--- config.mk ---
export PLATFORM = sky130hd
export DESIGN_NAME = debounced_status_report_scheduler_core
export DESIGN_NICKNAME = d
export VERILOG_FILES = /design/src/rtl/dsrs_pkg.sv /design/src/rtl/debounced_status_report_scheduler_core.sv /design/src/rtl/dsrs_decide.sv
export SDC_FILE = /design/constraint.sdc
export NUM_CORES = 1
export LEC_CHECK = 0
export BUFFER_PORTS_ARGS = -buffer_cell sky130_fd_sc_hd__buf_4
export CAP_MARGIN = 20
export CORE_MARGIN = 4
export CORE_UTILIZATION = 45
export CTS_BUF_LIST = sky130_fd_sc_hd__clkbuf_4 sky130_fd_sc_hd__clkbuf_8 sky130_fd_sc_hd__clkbuf_16
export DETAILED_ROUTE_END_ITERATION = 10
export PLACE_DENSITY = 0.59
export SLEW_MARGIN = 10
export SYNTH_ARGS = -nofsm -noshare
export SYNTH_HDL_FRONTEND = slang
export SYNTH_HIERARCHICAL = 1
export SYNTH_SLANG_ARGS = --single-unit
--- constraint.sdc ---
create_clock -name clk_i -period 8.25 [get_ports clk_i]
set_input_delay 2.0625 -clock clk_i [delete_from_list [all_inputs] [get_ports clk_i]]
set_output_delay 2.0625 -clock clk_i [all_outputs]
set_load 0.02 [all_outputs]
--- src/rtl/dsrs_pkg.sv ---
`timescale 1ns / 1ps

package dsrs_pkg;

  localparam int unsigned TimeWidth     = 32;
  localparam int unsigned DebounceWidth = 16;
  localparam int unsigned GapWidth      = 24;
  localparam int unsigned TempWidth     = 12;
  localparam int unsigned CfgIdxWidth   = 3;
  localparam int unsigned CfgDataWidth  = 24;

  // Status codes
  localparam logic [1:0] StatusOff     = 2'd0;
  localparam logic [1:0] StatusOn      = 2'd1;
  localparam logic [1:0] StatusUnknown = 2'd2;

  // Report kinds
  localparam logic KindStatus = 1'b0;
  localparam logic KindTemp   = 1'b1;

  localparam logic signed [TempWidth-1:0] TempReset = -12'sd1270;

  localparam logic [DebounceWidth-1:0] DebounceReset  = 16'd100;
  localparam logic [GapWidth-1:0]      MinGapReset    = 24'd1000;
  localparam logic [GapWidth-1:0]      PeriodicReset  = 24'd60000;
  localparam logic [TempWidth-1:0]     ThresholdReset = 12'd5;

  typedef enum logic [CfgIdxWidth-1:0] {
    CfgDebounce  = 3'd0,
    CfgMinGap    = 3'd1,
    CfgPeriodic  = 3'd2,
    CfgThreshold = 3'd3,
    CfgInvert    = 3'd4
  } cfg_idx_e;

  typedef struct packed {
    logic [TimeWidth-1:0]        time_ms;
    logic                        raw_status;
    logic                        temp_valid;
    logic signed [TempWidth-1:0] temp_sample;
  } dsrs_in_t;

  typedef struct packed {
    logic                        report_kind;
    logic [1:0]                  status_value;
    logic signed [TempWidth-1:0] temp_value;
  } dsrs_out_t;

  typedef struct packed {
    logic [DebounceWidth-1:0] debounce_ms;
    logic [GapWidth-1:0]      min_report_gap_ms;
    logic [GapWidth-1:0]      periodic_gap_ms;
    logic [TempWidth-1:0]     temp_threshold;
    logic                     invert_status;
  } dsrs_cfg_t;

  typedef struct packed {
    logic [1:0]                  last_raw;
    logic [TimeWidth-1:0]        unstable_since;
    logic [1:0]                  stable_status;
    logic [1:0]                  reported_status;
    logic signed [TempWidth-1:0] latest_temp;
    logic signed [TempWidth-1:0] reported_temp;
    logic [TimeWidth-1:0]        last_report_time;
    logic                        periodic_turn;
  } dsrs_state_t;

endpackage

--- src/rtl/debounced_status_report_scheduler_core.sv ---
`timescale 1ns / 1ps

// Status and temperature report scheduler. Takes one tick transaction per clock
// unless the output stalls, and gives at most one report per tick. A tick is
// accepted into the input register; its report is then loaded into the result
// register, which drives the output transaction. The decision logic computes
// the next state combinationally; while a report waits on the output, the next
// tick is held in the input register and further ticks stall. Ticks that cause no
// report produce no output transaction. Configuration writes are always ready;
// registers at index 5 and above are ignored.
module debounced_status_report_scheduler_core (
  input  logic                                  clk_i,
  input  logic                                  rst_ni,
  input  logic                                  cfg_valid_i,
  output logic                                  cfg_ready_o,
  input  logic [dsrs_pkg::CfgIdxWidth-1:0]      cfg_index_i,
  input  logic [dsrs_pkg::CfgDataWidth-1:0]     cfg_data_i,
  input  logic                                  in_valid_i,
  output logic                                  in_ready_o,
  input  dsrs_pkg::dsrs_in_t                    in_data_i,
  output logic                                  out_valid_o,
  input  logic                                  out_ready_i,
  output dsrs_pkg::dsrs_out_t                   out_data_o
);
  import dsrs_pkg::*;

  dsrs_cfg_t   cfg_q;
  dsrs_state_t state_q, state_d;
  dsrs_in_t    in_q;
  logic        in_valid_q;
  dsrs_out_t   out_q, result;
  logic        out_valid_q, out_valid_d;
  logic        report;
  logic        proc;

  assign cfg_ready_o = 1'b1;
  assign proc        = in_valid_q && (!out_valid_q || out_ready_i);
  assign in_ready_o  = !in_valid_q || proc;
  assign out_valid_o = out_valid_q;
  assign out_data_o  = out_q;

  dsrs_decide u_decide (
    .item_i   (in_q),
    .cfg_i    (cfg_q),
    .state_i  (state_q),
    .state_o  (state_d),
    .report_o (report),
    .result_o (result)
  );

  always_comb begin
    out_valid_d = out_valid_q;
    if (proc) begin
      out_valid_d = report;
    end else if (out_ready_i) begin
      out_valid_d = 1'b0;
    end
  end

  always_ff @(posedge clk_i or negedge rst_ni) begin
    if (!rst_ni) begin
      cfg_q.debounce_ms       <= DebounceReset;
      cfg_q.min_report_gap_ms <= MinGapReset;
      cfg_q.periodic_gap_ms   <= PeriodicReset;
      cfg_q.temp_threshold    <= ThresholdReset;
      cfg_q.invert_status     <= 1'b0;
    end else if (cfg_valid_i) begin
      case (cfg_idx_e'(cfg_index_i))
        CfgDebounce:  cfg_q.debounce_ms       <= cfg_data_i[DebounceWidth-1:0];
        CfgMinGap:    cfg_q.min_report_gap_ms <= cfg_data_i[GapWidth-1:0];
        CfgPeriodic:  cfg_q.periodic_gap_ms   <= cfg_data_i[GapWidth-1:0];
        CfgThreshold: cfg_q.temp_threshold    <= cfg_data_i[TempWidth-1:0];
        CfgInvert:    cfg_q.invert_status     <= cfg_data_i[0];
        default: ;
      endcase
    end
  end

  always_ff @(posedge clk_i or negedge rst_ni) begin
    if (!rst_ni) begin
      state_q.last_raw         <= StatusUnknown;
      state_q.unstable_since   <= '0;
      state_q.stable_status    <= StatusUnknown;
      state_q.reported_status  <= StatusUnknown;
      state_q.latest_temp      <= TempReset;
      state_q.reported_temp    <= TempReset;
      state_q.last_report_time <= '0;
      state_q.periodic_turn    <= KindStatus;
    end else if (proc) begin
      state_q <= state_d;
    end
  end

  always_ff @(posedge clk_i or negedge rst_ni) begin
    if (!rst_ni) begin
      in_valid_q  <= 1'b0;
      out_valid_q <= 1'b0;
    end else begin
      if (in_ready_o) begin
        in_valid_q <= in_valid_i;
      end
      out_valid_q <= out_valid_d;
    end
  end

  always_ff @(posedge clk_i) begin
    if (in_valid_i && in_ready_o) begin
      in_q <= in_data_i;
    end
    if (proc && report) begin
      out_q <= result;
    end
  end

endmodule

--- src/rtl/dsrs_decide.sv ---
`timescale 1ns / 1ps

module dsrs_decide (
  input  dsrs_pkg::dsrs_in_t    item_i,
  input  dsrs_pkg::dsrs_cfg_t   cfg_i,
  input  dsrs_pkg::dsrs_state_t state_i,
  output dsrs_pkg::dsrs_state_t state_o,
  output logic                  report_o,
  output dsrs_pkg::dsrs_out_t   result_o
);
  import dsrs_pkg::*;

  logic                        st_bit;
  logic [1:0]                  st_code;
  logic                        changed;
  logic [TimeWidth-1:0]        stable_for;
  logic [TimeWidth-1:0]        since_report;
  logic signed [TempWidth-1:0] cur_temp;
  logic signed [TempWidth:0]   temp_diff;
  logic [TempWidth:0]          temp_abs;

  assign st_bit       = item_i.raw_status ^ cfg_i.invert_status;
  assign st_code      = {1'b0, st_bit};
  assign changed      = (st_code != state_i.last_raw);
  assign stable_for   = item_i.time_ms - state_i.unstable_since;
  assign since_report = item_i.time_ms - state_i.last_report_time;
  assign cur_temp     = item_i.temp_valid ? item_i.temp_sample : state_i.latest_temp;
  assign temp_diff    = {cur_temp[TempWidth-1], cur_temp}
                      - {state_i.reported_temp[TempWidth-1], state_i.reported_temp};
  assign temp_abs     = temp_diff[TempWidth] ? (~temp_diff + 1'b1) : temp_diff;

  always_comb begin
    state_o             = state_i;
    report_o            = 1'b0;
    state_o.latest_temp = cur_temp;

    // A change restarts the stability window, so it can never pass on that tick.
    if (changed) begin
      state_o.last_raw       = st_code;
      state_o.unstable_since = item_i.time_ms;
    end else if (stable_for > {{(TimeWidth-DebounceWidth){1'b0}}, cfg_i.debounce_ms}) begin
      state_o.stable_status = st_code;
    end

    result_o.report_kind  = KindStatus;
    result_o.status_value = state_o.stable_status;
    result_o.temp_value   = cur_temp;

    if (since_report > {{(TimeWidth-GapWidth){1'b0}}, cfg_i.min_report_gap_ms}) begin
      if (state_o.stable_status != state_i.reported_status) begin
        report_o                 = 1'b1;
        state_o.reported_status  = state_o.stable_status;
        state_o.last_report_time = item_i.time_ms;
      end else if (temp_abs > {1'b0, cfg_i.temp_threshold}) begin
        report_o                 = 1'b1;
        result_o.report_kind     = KindTemp;
        state_o.reported_temp    = cur_temp;
        state_o.last_report_time = item_i.time_ms;
      end else if (since_report > {{(TimeWidth-GapWidth){1'b0}}, cfg_i.periodic_gap_ms}) begin
        report_o                 = 1'b1;
        result_o.report_kind     = state_i.periodic_turn;
        state_o.periodic_turn    = ~state_i.periodic_turn;
        state_o.last_report_time = item_i.time_ms;
        if (state_i.periodic_turn == KindStatus) begin
          state_o.reported_status = state_o.stable_status;
        end else begin
          state_o.reported_temp = cur_temp;
        end
      end
    end
  end

endmodule

Word level (Yosys, flattened, before mapping)

Cells that the tools add are included.

Bits in registers: 235
Bits in latches: 0
Memory bits (writable): 0
Bits in read-only memories: 0
Bits of input ports: 78
Output and inout port bits: 18
Memories: 0

Add/sub/neg operators: 4
Multiply operators: 0
Div/mod/pow operators: 0
Order comparisons: 4
Equal/unequal tests: 8
Shift operators: 0
Mux-type cells: 20
Bitwise logic cells: 6
Reduce and logical (&&, ||, !) cells: 24

Operators by type and width:

| kind                                                  | number |
|---|---|
| greater-than comparator 32 x 24 -> 1 bit              | 2 |
| subtractor 32 bit                                     | 2 |
| 2-to-1 mux 45 bit                                     | 1 |
| 2-to-1 mux 44 bit                                     | 1 |
| greater-than comparator 32 x 16 -> 1 bit              | 1 |
| 2-to-1 mux 32 bit                                     | 1 |
| 2-to-1 mux 12 bit                                     | 2 |
| AND reduction 5 bit                                   | 3 |
| adder 13 x 1 -> 13 bit, second input constant         | 1 |
| greater-than comparator 13 x 12 -> 1 bit              | 1 |
| 2-to-1 mux 13 bit                                     | 1 |
| NOT 13 bit                                            | 1 |
| subtractor 12 x 12 -> 13 bit                          | 1 |
| 2-to-1 mux 2 bit                                      | 6 |
| AND reduction 2 bit                                   | 6 |
| 2-to-1 mux 1 bit                                      | 8 |
| nonzero test 2 bit                                    | 4 |
| == test 3 x 2 -> 1 bit, second input constant         | 2 |
| inequality test 2 x 1 -> 1 bit, second input constant | 2 |
| NOT 1 bit                                             | 4 |
| == test 3 x 1 -> 1 bit, second input constant         | 1 |
| == test 3 bit, second input constant                  | 1 |
| logical AND 1 bit                                     | 3 |
| logical NOT 3 bit                                     | 1 |
| other kinds (8)                                       | 10 |

Logic depth before layout (Yosys ltp)

Gate-level depths: netlist of run 1.

Depth in word-level cells: 10
Gate-level depth with buffers: 28

By module

Netlist of run 1, hierarchy kept.

By module, submodules not included:

| module                                 | times used | cells an instance | area an instance (µm²) | sequential area each (µm²) |
|---|---|---|---|---|
| debounced_status_report_scheduler_core | 1          | 442               | 8396.8                 | 6224.7 |
| dsrs_decide                            | 1          | 1150              | 8376.8                 | 0.0 |

Worst setup path after synthesis of run 1

No wires, ideal clock.

Kind: reg-to-reg
From: register in_q[12] (netlist name)
To: register state_q[10] (netlist name)
Setup time: 0.125 ns
Data arrival time: 5.848 ns
Required time: 8.125 ns
Setup slack: 2.278 ns
Stages on the path, launching flop included: 24
Buffers on the path: 2
Clock period less this slack: 5.972 ns
Cells stage by stage: edfxtp_1 buf_1 mux2_2 fa_1 a21o_1 a21oi_1 xnor2_1 or2_2 or4_1 nor3_1 nand2_1 o21ai_0 xor2_1 ha_1 a2111oi_0 o2111ai_1 o311a_1 a41o_1 or4_4 nor3_4 a21oi_4 buf_12 mux2_4 mux2_2

RTL lines:

| element                  | RTL line                                      | text |
|---|---|---|
| start: declaration       | debounced_status_report_scheduler_core.sv:29  | `dsrs_in_t in_q;` |
| start signal: assignment | debounced_status_report_scheduler_core.sv:108 | `in_q <= in_data_i;` |
| end signal: assignment   | debounced_status_report_scheduler_core.sv:90  | `state_q <= state_d;` |
| end: declaration         | debounced_status_report_scheduler_core.sv:28  | `dsrs_state_t state_q, state_d;` |

==> results.cfg, run 1 <==
[cts]
cts_max_path_buffers = 3
cts_tree = yes
cts_setup_buffers = 0
cts_made_buffers = 29
cts_resized = 0
cts_sinks = 235
clk_pin_slew_ns = 0.06
cts_max_level = 1
insertion_delay_ns = 0.55
clock-root-buffer = clkbuf_16
hold_buffers = 0

[drt]
firstDrtPassIters = 5
vias = 11900
wirelength_mm = 39.7
drc = 0
initialDrtViolationCount = 673
wl_per_cell_um = 18.4
ant_nets = 0
via_per_inst = 5.55

[synthesis]
ys_async_sr_fraction_pct = 74.0
yosys_register_bits = 235
synth.distinct_cells = 81
syn-num-nets = 1825
seq_area_frac_synth_pct = 37.1
synth_top_area_share_pct = 21.3
synth_ff_type = dfrtp_1
ys_top_cells_by_area = dfrtp_1, mux2_2, ha_1
synth_warnings = 6
synth_area_per_cell_um2 = 10.5
yosys.area.top_type = dfrtp_1
netlist_instances = 1592
synth_edf_count = 61
syn_area_um2 = 16800

[sta]
skew_ns = 0.0120
min_period_ns = 6.88
finalHoldViolations = 0
slew_headroom_pct = 33.9
tightest_slew_ns = 0.991
fin_crit_sh_pct = 83.3
setup_tns_ns = 0
rsz0062_at_grt = false
drv_slew = 0
fin_hold_ws_ns = 0.499
setup_viol = 0
fmax_mhz = 145

[placement]
place.gp.congestion = 0.875
dpl.hpwl_mm = 30.1
io_buffers = 94

[hold_path]
min_path_type = reg2reg

[grt]
grt-ovfl-total = 0
grt_usage_pct = 19.4
grt_start_max_net_pins = 79
grt_pass1_vias = 11900
grt_first_pass_wirelength_mm = 64.3
antenna_found_initial = 0

[worst_setup_path]
crit_end = state_q[32]
reg2reg_to = state_q[32]
reg2reg_depth = 25
critPathRequiredTime_ns = 8.68
criticalPathCategory = reg2reg
reg2reg_from = in_q[12]
r2r_slack_ns = 1.37
critPathMaxFanout = 18
crit_start = in_q[12]
worstPathArrival_ns = 7.31
critPathLaunchType = register
setup.worst_path.end_class = register

[finish]
drive_above_1_share_pct = 28.1
num-fill-cells = 3283
final_cell_mix = mux2_2, inv_1, ha_1
regArea_um2 = 6220
syn_to_final_growth_pct = 11.7
final_common_cell = mux2_2
antenna_cells = 0
nets = 1895
multi_input_area_um2 = 9520

[pwr]
p_per_area_nw_per_um2 = 366
irDropWorstVdd_v = 0.000182
leakage_nw = 8.47

[job]
max_cap_violations = 0

[die]
die_h_um = 201
num_rows = 70
die_w_um = 201
boundaryPins = 96
start_util_pct = 45.7
die_area_um2 = 40400
core_um2 = 36700

[status]
status = finished, final reports clean
-- state kept, by name, summed over array words and instances, names as in the netlist --
name / count
in_valid_q: 1
state_q: 95
out_valid_o: 1
cfg_q: 77
out_data_o: 15
in_q: 46
-- synthesized netlist by cell type, types with 38 or more instances --
cell / number
mux2_2: 222
inv_1: 170
ha_1: 152
dfrtp_1: 143
a21oi_1: 97
nand2_1: 82
edfxtp_1: 61
o21ai_0: 60
nor2_1: 51
xnor2_1: 41
a21o_1: 39
mux2_4: 38
-- per-layer routing --
layer	track usage [%]	part of all wire, %
met3	2.68	3.8
met2	31.1	46
met5	0	0
met4	4.18	2.1
met1	28.1	48
-- how the worst min path moves through the flow --
| stage | start | end | cells past startpoint | slack [ns] |
|---|---|---|---|---|
| after floorplan | state_q[45] | state_q[45] | 1 | 0.48 |
| after global placement | state_q[52] | state_q[52] | 1 | 0.48 |
| after detailed placement | state_q[50] | state_q[50] | 1 | 0.49 |
| after CTS | state_q[50] | state_q[50] | 1 | 0.50 |
| after global routing | state_q[49] | state_q[49] | 1 | 0.52 |
| final | state_q[49] | state_q[49] | 1 | 0.50 |
-- per-stage QoR --
step | util [%] | setup WS, ns | total power, mW | area [um^2] | cells
after floorplan | - | 2.28 | 4.71 | 16800 | 1592
after global placement | 48.3 | 1.48 | 5.46 | 17700 | 2098
after detailed placement | 48.4 | 1.38 | 5.58 | 17800 | 2099
after CTS | 51.0 | 1.36 | 6.91 | 18700 | 2152
after global routing | 51.0 | 0.866 | 7.46 | 18700 | 2152
final | 51.0 | 1.37 | 6.86 | 18700 | 2152
-- power by group --
part           leakage (nW)  switching [mW]  internal [mW]
sequential             2.60           0.190           1.53
combinational          5.38            2.06           1.79
clock                 0.484           0.503          0.784
total                  8.47            2.75           4.10
-- cell type report --
type	count	share of cell area, %
inverters	170	3.41
well taps	468	3.13
clock inverters	12	0.635
repair buffers	103	4.21
clock buffers	41	4.59
flip-flops and latches	235	33.2
multi-input cells	1123	50.8
-- logic make-up after synthesis --
kind of cell	share of synthesized area, %
flip-flops	37.1
XOR/XNOR	3.50
adder cells (fa/ha/maj)	11.7
AND/OR/NAND/NOR	10.1
AO/OA/AOI/OAI	12.6
multiplexers	18.6
buffers and inverters	6.35
other	0.0448
-- critical path, stage by stage, from the launching register on --
cell	delay, ns
edfxtp_1	0.67
mux2_2	0.44
inv_1	0.06
ha_1	0.14
inv_1	0.05
fa_1	0.40
a21o_1	0.20
a21oi_1	0.20
xnor2_1	0.11
or2_2	0.31
or4_1	0.50
nor3_1	0.24
nand2_1	0.08
o21ai_0	0.21
xor2_1	0.11
ha_1	0.20
a2111oi_0	0.37
o2111ai_1	0.19
o311a_1	0.17
a41o_1	0.25
or4_4	0.44
nor3_4	0.23
a21oi_4	0.24
buf_4	0.32
mux2_4	0.33
mux2_2	0.26
(Power assumes the default switching activity.)
==> run 2: changes to the inputs <==
--- a/config.mk
+++ b/config.mk
@@ -5,13 +5,14 @@
 export SDC_FILE = /design/constraint.sdc
 export NUM_CORES = 1
 export LEC_CHECK = 0
+export ABC_AREA = 1
 export BUFFER_PORTS_ARGS = -buffer_cell sky130_fd_sc_hd__buf_4
 export CAP_MARGIN = 20
 export CORE_MARGIN = 4
 export CORE_UTILIZATION = 45
 export CTS_BUF_LIST = sky130_fd_sc_hd__clkbuf_4 sky130_fd_sc_hd__clkbuf_8 sky130_fd_sc_hd__clkbuf_16
 export DETAILED_ROUTE_END_ITERATION = 10
-export PLACE_DENSITY = 0.59
+export PLACE_DENSITY = 0.61
 export SLEW_MARGIN = 10
 export SYNTH_ARGS = -nofsm -noshare
 export SYNTH_HDL_FRONTEND = slang
==> constraint.sdc (replaced) <==
create_clock -name clk_i -period 6.1 [get_ports clk_i]
set_input_delay 1.525 -clock clk_i [delete_from_list [all_inputs] [get_ports clk_i]]
set_output_delay 1.525 -clock clk_i [all_outputs]
set_load 0.02 [all_outputs]
==> results.cfg, run 2 <==
[worst_setup_path]
critPathLaunchType = register
reg2reg_from = in_q[12]
setup.worst_path.end_class = register
r2r_slack_ns = 0.68
critPathMaxFanout = 31
criticalPathCategory = reg2reg
reg2reg_to = state_q[9]
critical-path-max-stage-delay_ns = 0.68
crit_slowest_cell = edfxtp_1
crit_top_cell = nand2_1
worstPathArrival_ns = 5.95
reg2reg_depth = 30
critPathRequiredTime_ns = 6.62

[pwr]
p_per_area_nw_per_um2 = 480
irDropWorstVdd_v = 0.000270
power_mw = 9.42
leakage_nw = 10.5

[die]
boundaryPins = 96
die_w_um = 206
start_util_pct = 45.6
num_rows = 72
core_um2 = 38700
die_h_um = 206
die_area_um2 = 42500

[synthesis]
synth_edf_count = 61
seq_area_frac_synth_pct = 35.2
synth_mux_area_share_pct = 0.701
synth_common_cells = nand2_1, inv_1, nand3_1
synth-xor-area-share_pct = 2.87
netlist_instances = 2491
synth_compound_area_share_pct = 6.52
yosys.area_share.simple_pct = 33.0
yosys_register_bits = 235
synth_area_per_cell_um2 = 7.10
syn-num-nets = 2724
ys_top_cells_by_area = dfrtp_1, nand2_1, ha_1
synth.distinct_cells = 53
synth_top_area_share_pct = 20.2
syn_area_um2 = 17700
synthAdderAreaFrac_pct = 11.1
synth_warnings = 6
yosysMostFrequentCell = nand2_1
synth_top_family_by_area = simple AND/OR/NAND/NOR gates
ys_async_sr_fraction_pct = 74.0
synth_ff_type = dfrtp_1
yosys.area.top_type = dfrtp_1

[finish]
syn_to_final_growth_pct = 11.0
final_common_cell = nand2_1
largest_register_ffs = 95
drive_above_1_share_pct = 9.93
top_register = state_q
final_cell_mix = nand2_1, inv_1, nand3_1
antenna_cells = 0
reg_top3 = state_q x95, cfg_q x77, in_q x46
multi_input_area_um2 = 9600
regArea_um2 = 6230
num-fill-cells = 3923
nets = 2778

[job]
max_cap_violations = 0

[drt]
initialDrtViolationCount = 1229
wirelength_mm = 51.7
drc = 0
firstDrtPassIters = 5
via_per_inst = 5.17
vias = 16000
wl_per_cell_um = 16.8
ant_nets = 0

[cts]
cts_setup_buffers = 0
cts_max_level = 1
cts_made_buffers = 30
cts_tree = yes
clk_pin_slew_ns = 0.06
cts_max_path_buffers = 3
insertion_delay_ns = 0.58
cts_sinks = 235
clock-root-buffer = clkbuf_16
hold_buffers = 0
cts_resized = 0

[sta]
slew_headroom_pct = 46.4
fin_crit_sh_pct = 88.9
setup_tns_ns = 0
tightest_slew_ns = 0.804
fmax_mhz = 184
setup_viol = 0
fin_hold_ws_ns = 0.462
final.setup.worst_slack_ns = 0.676
rsz0062_at_grt = false
finalHoldViolations = 0
drv_slew = 0
skew_ns = 0.0109
min_period_ns = 5.42

[placement]
dpl.hpwl_mm = 39.2
place_ws_ns = 0.697
place.gp.congestion = 0.932
io_buffers = 94

[grt]
grt-ovfl-total = 0
grt_start_max_net_pins = 99
grt_pass1_vias = 15400
grt_usage_pct = 24.5
antenna_found_initial = 0
grt_first_pass_wirelength_mm = 83.3

[hold_path]
worstHoldStart = state_q[94]
min_to = state_q[94]
whs_path_depth = 2
min_path_type = reg2reg

[status]
status = finished, final reports clean
==> run 2: changes by cell type after synthesis, moves of 34 or more <==
cell / previous run / this run
nand3_1: 23 / 277
nand2_1: 82 / 894
nor2_1: 51 / 120
a21o_1: 39 / 5
mux2_4: 38 / 0
inv_1: 170 / 349
mux2_2: 222 / 11
==> run 2: kinds of logic (layout without fill, tap and decap cells) <==
| logic type | Yosys count | count (layout) |
|---|---|---|
| DFF | 235 | 235 |
| buffers and inverters | 440 | 518 |
| muxes | 11 | 11 |
| AOI/OAI and AO/OA | 208 | 208 |
| adders and majority gates | 155 | 155 |
| xor gates and xnor gates | 58 | 58 |
| other | 2 | 2 |
| and+or+nand+nor | 1382 | 1382 |
==> run 2: worst max path at each step <==
stage,start,to,depth (start not counted)
after floorplan,in_q[12],out_data_o[0],30
after global placement,in_q[14],state_q[41],21
after detailed placement,in_q[14],state_q[40],21
after CTS,in_q[14],state_q[37],21
after global routing,in_q[12],state_q[9],30
final,in_q[12],state_q[9],30
==> run 2: area by class of cell <==
class / instances / share of cell area [%]
clock buffer: 39 / 4.24
clock inverter: 17 / 0.759
inverter: 353 / 6.76
multi-input combinational: 1816 / 48.9
sequential: 235 / 31.8
tap: 518 / 3.30
timing repair buffer: 109 / 4.25
==> run 2: worst max-delay path: cells and delay by family, from the launching register on <==
family | cells | cell delay (ns)
AND/OR/NAND/NOR | 16 | 1.78
AO/OA/AOI/OAI | 6 | 0.95
flip-flops | 1 | 0.68
adder cells (fa/ha/maj) | 2 | 0.67
buffers and inverters | 4 | 0.66
multiplexers | 1 | 0.44
XOR/XNOR | 1 | 0.14
==> run 2: routing by layer <==
layer	GRT usage [%]	vias to the layer above	wire length, um
li1	-	8029	-
met1	33.9	7493	23100
met2	40.6	362	24300
met3	3.14	80	2710
met4	6.68	0	1550
met5	0	-	0
==> run 2: power breakdown <==
group / internal, mW / switching [mW] / total (mW)
registers: 2.03 / 0.261 / 2.29
clock network: 1.04 / 0.732 / 1.77
logic: 1.90 / 3.46 / 5.36
total: 4.97 / 4.45 / 9.42
==> run 2: through the flow <==
step | std cells | util, % | cell area (um^2)
floorplan | 2491 | - | 17700
global placement | 3031 | 48.1 | 18600
detailed placement | 3031 | 48.1 | 18600
CTS | 3087 | 50.6 | 19600
global route | 3087 | 50.6 | 19600
finish | 3087 | 50.6 | 19600
